### src/sv/lsr_pkg.sv
// shared types, constants and helpers of the line segment rasterizer
package lsr_pkg;

    localparam int COORD_BITS = 12;
    localparam int ERR_BITS   = COORD_BITS + 1;

    typedef logic [COORD_BITS-1:0]      t_coord;
    typedef logic signed [ERR_BITS-1:0] t_err;

    typedef enum logic {
        OP_START   = 1'b0,
        OP_ADVANCE = 1'b1
    } t_opcode;

    typedef struct packed {
        t_opcode opcode;
        t_coord  start_x;
        t_coord  start_y;
        t_coord  end_x;
        t_coord  end_y;
    } t_req;

    typedef struct packed {
        t_coord pixel_x;
        t_coord pixel_y;
        logic   pixel_valid;
        logic   last_pixel;
    } t_pix;

    // one unit toward the end, wrapping at the coordinate width
    function automatic t_coord step_one(input t_coord v, input logic down);
        t_coord r;
        if (down) begin
            r = v - t_coord'(1);
        end else begin
            r = v + t_coord'(1);
        end
        return r;
    endfunction

endpackage

### src/sv/lsr_req_if.sv
// request channel carrying segment start and advance commands
interface lsr_req_if;
    logic          valid;
    logic          ready;
    lsr_pkg::t_req payload;

    modport source (output valid, output payload, input ready);
    modport sink (input valid, input payload, output ready);
endinterface

### src/sv/lsr_pix_if.sv
// result channel carrying one pixel per request
interface lsr_pix_if;
    logic          valid;
    logic          ready;
    lsr_pkg::t_pix payload;

    modport source (output valid, output payload, input ready);
    modport sink (input valid, input payload, output ready);
endinterface

### src/sv/lsr_core.sv
// segment state and combinational step logic of the rasterizer
module lsr_core (
    input  logic          i_clk,
    input  logic          i_rst_n,
    input  logic          i_fire,
    input  lsr_pkg::t_req i_req,
    output lsr_pkg::t_pix o_pix
);

    lsr_pkg::t_coord r_cur_x, n_cur_x;
    lsr_pkg::t_coord r_cur_y, n_cur_y;
    lsr_pkg::t_coord r_tgt_x, n_tgt_x;
    lsr_pkg::t_coord r_tgt_y, n_tgt_y;
    lsr_pkg::t_err   r_err, n_err;
    lsr_pkg::t_coord r_dmin, n_dmin;
    lsr_pkg::t_coord r_dmaj, n_dmaj;
    logic            r_ymaj, n_ymaj;
    logic            r_xdown, n_xdown;
    logic            r_ydown, n_ydown;
    logic            r_busy, n_busy;

    lsr_pkg::t_coord w_adx, w_ady;
    logic            w_xdown, w_ydown, w_ymaj;
    lsr_pkg::t_err   w_err_sum;
    logic            w_step_minor;
    logic            w_emit;
    logic            w_last;

    always_comb begin
        // start: direction and deltas of the new segment
        w_xdown = i_req.end_x < i_req.start_x;
        w_ydown = i_req.end_y < i_req.start_y;
        w_adx   = w_xdown ? (i_req.start_x - i_req.end_x) : (i_req.end_x - i_req.start_x);
        w_ady   = w_ydown ? (i_req.start_y - i_req.end_y) : (i_req.end_y - i_req.start_y);
        w_ymaj  = w_ady > w_adx;

        // advance: error update
        w_err_sum    = r_err + lsr_pkg::t_err'({1'b0, r_dmin});
        w_step_minor = !w_err_sum[lsr_pkg::ERR_BITS-1] && (w_err_sum != '0);

        n_cur_x = r_cur_x;
        n_cur_y = r_cur_y;
        n_tgt_x = r_tgt_x;
        n_tgt_y = r_tgt_y;
        n_err   = r_err;
        n_dmin  = r_dmin;
        n_dmaj  = r_dmaj;
        n_ymaj  = r_ymaj;
        n_xdown = r_xdown;
        n_ydown = r_ydown;
        w_emit  = 1'b0;

        if (i_req.opcode == lsr_pkg::OP_START) begin
            w_emit  = 1'b1;
            n_xdown = w_xdown;
            n_ydown = w_ydown;
            n_ymaj  = w_ymaj;
            n_dmaj  = w_ymaj ? w_ady : w_adx;
            n_dmin  = w_ymaj ? w_adx : w_ady;
            n_err   = '0;
            n_cur_x = i_req.start_x;
            n_cur_y = i_req.start_y;
            n_tgt_x = i_req.end_x;
            n_tgt_y = i_req.end_y;
        end else if (r_busy) begin
            w_emit = 1'b1;
            n_err  = w_step_minor ? (w_err_sum - lsr_pkg::t_err'({1'b0, r_dmaj})) : w_err_sum;
            if (r_ymaj) begin
                n_cur_y = lsr_pkg::step_one(r_cur_y, r_ydown);
                if (w_step_minor) begin
                    n_cur_x = lsr_pkg::step_one(r_cur_x, r_xdown);
                end
            end else begin
                n_cur_x = lsr_pkg::step_one(r_cur_x, r_xdown);
                if (w_step_minor) begin
                    n_cur_y = lsr_pkg::step_one(r_cur_y, r_ydown);
                end
            end
        end

        w_last = (n_cur_x == n_tgt_x) && (n_cur_y == n_tgt_y);
        n_busy = w_emit ? !w_last : r_busy;

        if (w_emit) begin
            o_pix.pixel_x     = n_cur_x;
            o_pix.pixel_y     = n_cur_y;
            o_pix.pixel_valid = 1'b1;
            o_pix.last_pixel  = w_last;
        end else begin
            o_pix.pixel_x     = '0;
            o_pix.pixel_y     = '0;
            o_pix.pixel_valid = 1'b0;
            o_pix.last_pixel  = 1'b0;
        end
    end

    always_ff @(posedge i_clk) begin
        if (!i_rst_n) begin
            r_cur_x <= '0;
            r_cur_y <= '0;
            r_tgt_x <= '0;
            r_tgt_y <= '0;
            r_err   <= '0;
            r_dmin  <= '0;
            r_dmaj  <= '0;
            r_ymaj  <= 1'b0;
            r_xdown <= 1'b0;
            r_ydown <= 1'b0;
            r_busy  <= 1'b0;
        end else if (i_fire) begin
            r_cur_x <= n_cur_x;
            r_cur_y <= n_cur_y;
            r_tgt_x <= n_tgt_x;
            r_tgt_y <= n_tgt_y;
            r_err   <= n_err;
            r_dmin  <= n_dmin;
            r_dmaj  <= n_dmaj;
            r_ymaj  <= n_ymaj;
            r_xdown <= n_xdown;
            r_ydown <= n_ydown;
            r_busy  <= n_busy;
        end
    end

    // error term plus major delta, one bit wider, for the lower bound check
    logic signed [lsr_pkg::ERR_BITS:0] w_err_floor;
    assign w_err_floor = {r_err[lsr_pkg::ERR_BITS-1], r_err}
                       + $signed({2'b00, r_dmaj});

    a_err_not_positive: assert property (@(posedge i_clk) disable iff (!i_rst_n)
        r_err[lsr_pkg::ERR_BITS-1] || (r_err == '0))
        else $error("error term went positive");

    a_err_above_floor: assert property (@(posedge i_clk) disable iff (!i_rst_n)
        r_busy |-> (w_err_floor > 0))
        else $error("error term at or below minus the major delta");

    a_minor_le_major: assert property (@(posedge i_clk) disable iff (!i_rst_n)
        r_dmin <= r_dmaj)
        else $error("minor delta exceeds major delta");

    a_zero_length_idle: assert property (@(posedge i_clk) disable iff (!i_rst_n)
        (i_fire && (i_req.opcode == lsr_pkg::OP_START)
            && (i_req.start_x == i_req.end_x) && (i_req.start_y == i_req.end_y))
        |=> !r_busy)
        else $error("zero-length segment left the block busy");

endmodule

### src/sv/line_segment_rasterizer.sv
// top level of the line segment rasterizer with request and pixel registers
//
//   channel  dir  payload                                      handshake
//   i_req    in   opcode, start_x, start_y, end_x, end_y       valid/ready
//   o_pix    out  pixel_x, pixel_y, pixel_valid, last_pixel    valid/ready
//
// one pixel per clock sustained while the pixel sink is ready; each request passes through
// the request register and then the pixel register
// the step (error add, compare, coordinate increment) is the only logic between them
// reset clears the segment state to idle and empties both registers
// a stalled pixel register still lets one more request be taken
module line_segment_rasterizer (
    input logic   i_clk,
    input logic   i_rst_n,
    lsr_req_if.sink   i_req,
    lsr_pix_if.source o_pix
);

    logic          r_in_valid;
    lsr_pkg::t_req r_in;
    logic          r_out_valid;
    lsr_pkg::t_pix r_out;

    logic          w_out_free;
    logic          w_fire;
    lsr_pkg::t_pix w_pix;

    assign w_out_free  = !r_out_valid || o_pix.ready;
    assign w_fire      = r_in_valid && w_out_free;
    assign i_req.ready = !r_in_valid || w_out_free;

    assign o_pix.valid   = r_out_valid;
    assign o_pix.payload = r_out;

    lsr_core u_core (
        .i_clk   (i_clk),
        .i_rst_n (i_rst_n),
        .i_fire  (w_fire),
        .i_req   (r_in),
        .o_pix   (w_pix)
    );

    always_ff @(posedge i_clk) begin
        if (!i_rst_n) begin
            r_in_valid  <= 1'b0;
            r_out_valid <= 1'b0;
        end else begin
            if (i_req.ready) begin
                r_in_valid <= i_req.valid;
            end
            if (w_out_free) begin
                r_out_valid <= w_fire;
            end
        end
    end

    always_ff @(posedge i_clk) begin
        if (i_req.valid && i_req.ready) begin
            r_in <= i_req.payload;
        end
        if (w_fire) begin
            r_out <= w_pix;
        end
    end

endmodule

### src/flat_wrapper.sv
// flat-port wrapper written by rule: the top's interface ports become plain ports
module line_segment_rasterizer_flat 
  (i_clk, i_rst_n, i_req_valid, i_req_payload, i_req_ready, o_pix_valid, o_pix_payload, o_pix_ready);
  lsr_req_if i_req_i ();
  lsr_pix_if o_pix_i ();
  input logic i_clk;
  input logic i_rst_n;
  input wire logic [$bits(i_req_i.valid)-1:0] i_req_valid;
  input wire logic [$bits(i_req_i.payload)-1:0] i_req_payload;
  output wire logic [$bits(i_req_i.ready)-1:0] i_req_ready;
  output wire logic [$bits(o_pix_i.valid)-1:0] o_pix_valid;
  output wire logic [$bits(o_pix_i.payload)-1:0] o_pix_payload;
  input wire logic [$bits(o_pix_i.ready)-1:0] o_pix_ready;
  assign i_req_i.valid = i_req_valid;
  assign i_req_i.payload = i_req_payload;
  assign i_req_ready = i_req_i.ready;
  assign o_pix_valid = o_pix_i.valid;
  assign o_pix_payload = o_pix_i.payload;
  assign o_pix_i.ready = o_pix_ready;
  line_segment_rasterizer u_core (.i_clk(i_clk), .i_rst_n(i_rst_n), .i_req(i_req_i), .o_pix(o_pix_i));
endmodule
### config.mk
export PLATFORM = sky130hd
export DESIGN_NAME = line_segment_rasterizer_flat
export DESIGN_NICKNAME = d
export VERILOG_FILES = /design/src/sv/lsr_pkg.sv /design/src/sv/lsr_req_if.sv /design/src/sv/lsr_pix_if.sv /design/src/sv/lsr_core.sv /design/src/sv/line_segment_rasterizer.sv /design/src/flat_wrapper.sv
export SDC_FILE = /design/constraint.sdc
export NUM_CORES = 1
export LEC_CHECK = 0
export BUFFER_PORTS_ARGS = -buffer_cell sky130_fd_sc_hd__buf_2
export CAP_MARGIN = 10
export CORE_UTILIZATION = 50
export CTS_CLUSTER_SIZE = 16
export DETAILED_ROUTE_END_ITERATION = 8
export PLACE_DENSITY = 0.68
export SLEW_MARGIN = 20
export SYNTH_ARGS = -nofsm -noshare
export SYNTH_HDL_FRONTEND = slang
export SYNTH_SLANG_ARGS = --single-unit
export TNS_END_PERCENT = 30
### constraint.sdc
create_clock -name i_clk -period 14.37 [get_ports i_clk]
set_input_delay 2.874 -clock i_clk [delete_from_list [all_inputs] [get_ports i_clk]]
set_output_delay 2.874 -clock i_clk [all_outputs]
set_load 0.02 [all_outputs]
Word-level counts from Yosys, hierarchy flattened
Index checks and enable logic that the tools add are counted.
W data, S select, Z words.
- add/sub/neg operators: 10
- order comparisons: 3
- eq/ne operators: 3
- muxes and demuxes: 22
- bitwise operators: 1
- reduce and logical (&&, ||, !) cells: 14
- operator list (kind ; count):
    $mux W12 ; 16
    $sub A12 B12 Y12 ; 4
    $mux W13 ; 3
    $add A12 B1 Y12 const B ; 2
    $eq A12 B12 Y1 ; 2
    $lt A12 B12 Y1 ; 2
    $sub A12 B1 Y12 const B ; 2
    $add A13 B13 Y13 ; 1
    $reduce_bool A13 Y1 ; 1
    $sub A13 B13 Y13 ; 1
    $gt A12 B12 Y1 ; 1
    $reduce_and A2 Y1 ; 3
    $logic_and A1 B1 Y1 ; 4
    $logic_not A1 Y1 ; 4
    $logic_or A1 B1 Y1 ; 2
    $mux W1 ; 2
    $mux W2 ; 1
    $ne A2 B2 Y1 const B ; 1
    $not A1 Y1 ; 1
- register bits after elaboration: 166
- input bits: 53
- output and inout port bits: 28
- word-level logic and storage cells: 75

Longest topological paths before layout
- depth in word-level cells: 10
- gate-level depth with buffers: 29
- mapped depth without buffers: 27

Hierarchy
A second synthesis with hierarchy kept.
- cell total of the unflattened synthesis: 1285
- area total of the unflattened synthesis: 11557.3 µm²
- by module, submodules not included (module ; instances ; cells each ; area an instance (µm²) ; sequential area each (µm²)):
    lsr_core ; 1 ; 1201 ; 9201.3 ; 1781.7
    line_segment_rasterizer ; 1 ; 84 ; 2356.0 ; 2292.2

Least setup slack after synthesis
Ideal clock, no wire load.
- path type: input -> output
- start point: input port o_pix_ready
- end point: output port i_req_ready
- arrival time: 3227 ps
- data required time: 11496 ps
- path slack: 8269 ps
- stages on the path: 2
- path buffers: 0
- path through: nor2b_1 > nand2_1
- word-level cells in the longest chain between the ends: 2
- RTL lines (element ; RTL line ; RTL):
    from (decl) ; flat_wrapper.sv:13 ; input wire logic [$bits(o_pix_i.ready)-1:0] o_pix_ready;
    $logic_or A1 B1 Y1 ; line_segment_rasterizer.sv:28 ; assign w_out_free = !r_out_valid || o_pix.ready;
    $logic_or A1 B1 Y1 ; line_segment_rasterizer.sv:30 ; assign i_req.ready = !r_in_valid || w_out_free;
    to (decl) ; flat_wrapper.sv:10 ; output wire logic [$bits(i_req_i.ready)-1:0] i_req_ready;
Every way passes these cells.

Worst setup path in the final report
Same ends and word-level chain as after synthesis.

==> results.toml <==
[yosys]
synthArstFlopShare_pct = 0
synth_area_per_cell_um2 = 8.65
synth_nets = 1560
ys_ff_latch = 166
synth_top_area_share_pct = 18.6
ys_seq_area_share_pct = 33.7
synthesis.area_um2 = 12100
yosysWarnings = 0
synth_ff_type = "dfxtp_1"
yosysMostFrequentCell = "nand2_1"
synth-edff-count = 75
synthTopCellsByCount = "nand2_1, inv_1, ha_1, a21oi_1, dfxtp_1"
syn_inst = 1397
yosysTopAreaCell = "edfxtp_1"
netlist_top_cells_area = "edfxtp_1, dfxtp_1, ha_1"
yosysUniqueCellTypes = 77

[clock_network]
clkLatencyLatePin_ns = 0.44
cts_setup_buffers = 0
holdBufCountCts = 0
cts-root-buf = "clkbuf_16"
cts_resized = 0
cts_tree = "built"
clk_pin_slew_ns = 0.07
cts_max_path_buffers = 2
cts_num_sinks = 166
numCtsBuffers = 17
h-tree-depth = 4

[place]
gp_congestion = 0.933
dp_slack_ns = 8.05
port_buffers = 80
place_inst = 1751
placed_area_um2 = 12700
hpwl_um = 25000

[critical_path]
critPathMaxFanout = 4
endpoint = "i_req_ready"
crit_slowest_cell = "nor2b_1"
rr_worst_depth = 24
cp-startpoint = "o_pix_ready"
crit_path_frequent_cell = "buf_2"
critPathMaxStageDelay_ns = 0.22
cp-end-kind = "primary output"
r2r-end = "u_core.u_core.r_dmin[11]"
worstPathCellList = "buf_2 -> nor2b_1 -> nand2_1 -> buf_2"
cp.required_ns = 11.50
critPathArrivalTime_ns = 3.45
r2r_slack_ns = 8.18
criticalPathCategory = "in -> out"
crit_path_start_kind = "input pin"
reg2reg_from = "u_core.r_in[12]"

[sta]
tightest_slew_ns = 1.02
finalCritPeriodShare_pct = 44.0
finalSetupTns_ns = 0
slew_viol_final = 0
setup_viol = 0
max_freq_mhz = 158
hold_viol_final = 0
rsz0062_at_grt = "false"
max-slew-margin-rel_pct = 31.5
fin_worst_skew_ns = 0.0108
timing.final.ws_setup_ns = 8.05
period_minus_slack_ns = 6.32

[drt]
drt_iter0_markers = 1055
routed_wl_um = 33500
num_vias = 10540
wl_per_cell_um = 18.8
vias_per_cell = 5.91
drc_errors = 0
dr.pass1.iters = 5
drtAntennaViolNets = 0

[finish]
syn_to_final_growth_pct = 9.92
finalInstanceArea_um2 = 13300
layout-drive-gt1-share_pct = 10.6
nNetsFinal = 1614
fin_cells = 1783
antenna_cells = 0
fin_util_pct = 56.3

[floorplan]
dieHeight_um = 157
coreArea_um2 = 23600
ios = 81
num_rows = 56
dieArea_um2 = 24800
die_x_um = 157
initial_core_util_pct = 51.2

[hold_path]
min_path_type = "reg -> reg"

[pwr]
p_sw_mw = 0.517
powerDensity_nw_per_um2 = 109
power_frac_seq_pct = 38.3
comb_power_share_pct = 31.7
pwr-share-clk_pct = 29.9
vdd.ir_drop.worst_v = 0.0000615
p_leak_nw = 5.82
swShare_pct = 35.8
p_int_mw = 0.927

[outcome]
status = "completed"

[grt]
grt_max_degree = 96
antenna_found_initial = 0
grt_pass1_vias = 9267
grt_overflow_total = 0
grt_pass1_wl_um = 51700
grt_util_all_layers_pct = 27.7

[flow_run]
cap_viol_max_count = 0
-- routing by layer --
layer	share of wire [%]	GRT usage, %	wire length (um)	up-vias
met5	0	0	0	-
met4	1.9	8.74	644	0
met3	7.5	4.79	2500	39
met2	42	39.5	14000	408
met1	49	41.8	16300	4939
li1	-	-	-	5154
-- worst max-delay path, delay by kind of cell --
family | cells | cell delay, ns
buffers and inverters | 2 | 0.26
AND/OR/NAND/NOR | 2 | 0.32
-- layout make-up --
cell class | instances | area [um2]
clock buffers | 19 | 443
repair buffers | 93 | 498
inverters | 112 | 420
multi-input cells | 1061 | 7360
well taps | 319 | 399
fillers | 2199 | 10300
clock inverters | 13 | 92.6
flip-flops and latches | 166 | 4070
-- logic make-up (layout without fill, tap and decap cells) --
group / count (synthesis) / in the layout / synth area share (%)
buffers and inverters: 170 / 237 / 5.45
and+or+nand+nor: 418 / 418 / 16.4
muxes: 40 / 40 / 3.48
AOI/OAI and AO/OA: 416 / 416 / 23.5
xor gates and xnor gates: 77 / 77 / 5.58
DFF: 166 / 166 / 33.7
adders and majority gates: 110 / 110 / 11.9
-- power groups by stage --
| stage | logic (mW) | clock network (mW) | registers (mW) |
|---|---|---|---|
| finish | 0.458 | 0.432 | 0.553 |
| global route | 0.507 | 0.455 | 0.556 |
| CTS | 0.453 | 0.439 | 0.552 |
| detailed placement | 0.449 | 0 | 0.562 |
| global placement | 0.444 | 0 | 0.562 |
| floorplan | 0.337 | 0 | 0.554 |
-- through the flow --
stage	power, mW	hold slack [ns]
floorplan	0.891	0.438
global placement	1.01	0.453
detailed placement	1.01	0.464
CTS	1.44	0.473
global route	1.52	0.489
finish	1.44	0.469
-- how the worst min path moves through the flow --
stage / startpoint / slack (ns) / end / cells after the start
after global placement: u_core.u_core.r_tgt_y[7] / 0.45 / u_core.u_core.r_tgt_y[7] / 2
after floorplan: u_core.u_core.r_dmin[3] / 0.44 / u_core.u_core.r_dmin[3] / 2
after detailed placement: u_core.u_core.r_tgt_y[3] / 0.46 / u_core.u_core.r_tgt_y[3] / 2
final: u_core.u_core.r_dmaj[1] / 0.47 / u_core.u_core.r_dmaj[1] / 2
after global routing: u_core.u_core.r_tgt_x[9] / 0.49 / u_core.u_core.r_tgt_x[9] / 2
after CTS: u_core.u_core.r_tgt_y[3] / 0.47 / u_core.u_core.r_tgt_y[3] / 2
-- registers in the layout (all words and copies together), names as in the netlist, 12 cells and up --
| signal | count |
|---|---|
| u_core.u_core.r_tgt_x | 12 |
| u_core.o_pix.payload | 26 |
| u_core.u_core.r_err | 13 |
| u_core.u_core.r_cur_y | 12 |
| u_core.u_core.r_dmin | 12 |
| u_core.r_in | 49 |
| u_core.u_core.r_dmaj | 12 |
| u_core.u_core.r_cur_x | 12 |
| u_core.u_core.r_tgt_y | 12 |
-- cells in the final DEF (no fill, tap or decap), drive strengths merged, types with 16 or more instances in the layout --
| cell | n |
|---|---|
| nor3 | 19 |
| a31oi | 18 |
| nand3 | 42 |
| ha | 102 |
| edfxtp | 75 |
| inv | 120 |
| nor2b | 22 |
| xnor2 | 51 |
| a21boi | 42 |
| o211ai | 16 |
| nor2 | 82 |
| and2 | 22 |
| dfxtp | 91 |
| xor2 | 26 |
| a21oi | 100 |
| mux2i | 34 |
| nand2 | 162 |
| o21ai | 66 |
| a21o | 40 |
| clkbuf | 19 |
| buf | 93 |
| a211oi | 16 |
No activity file was read; power rests on OpenSTA's default activity.
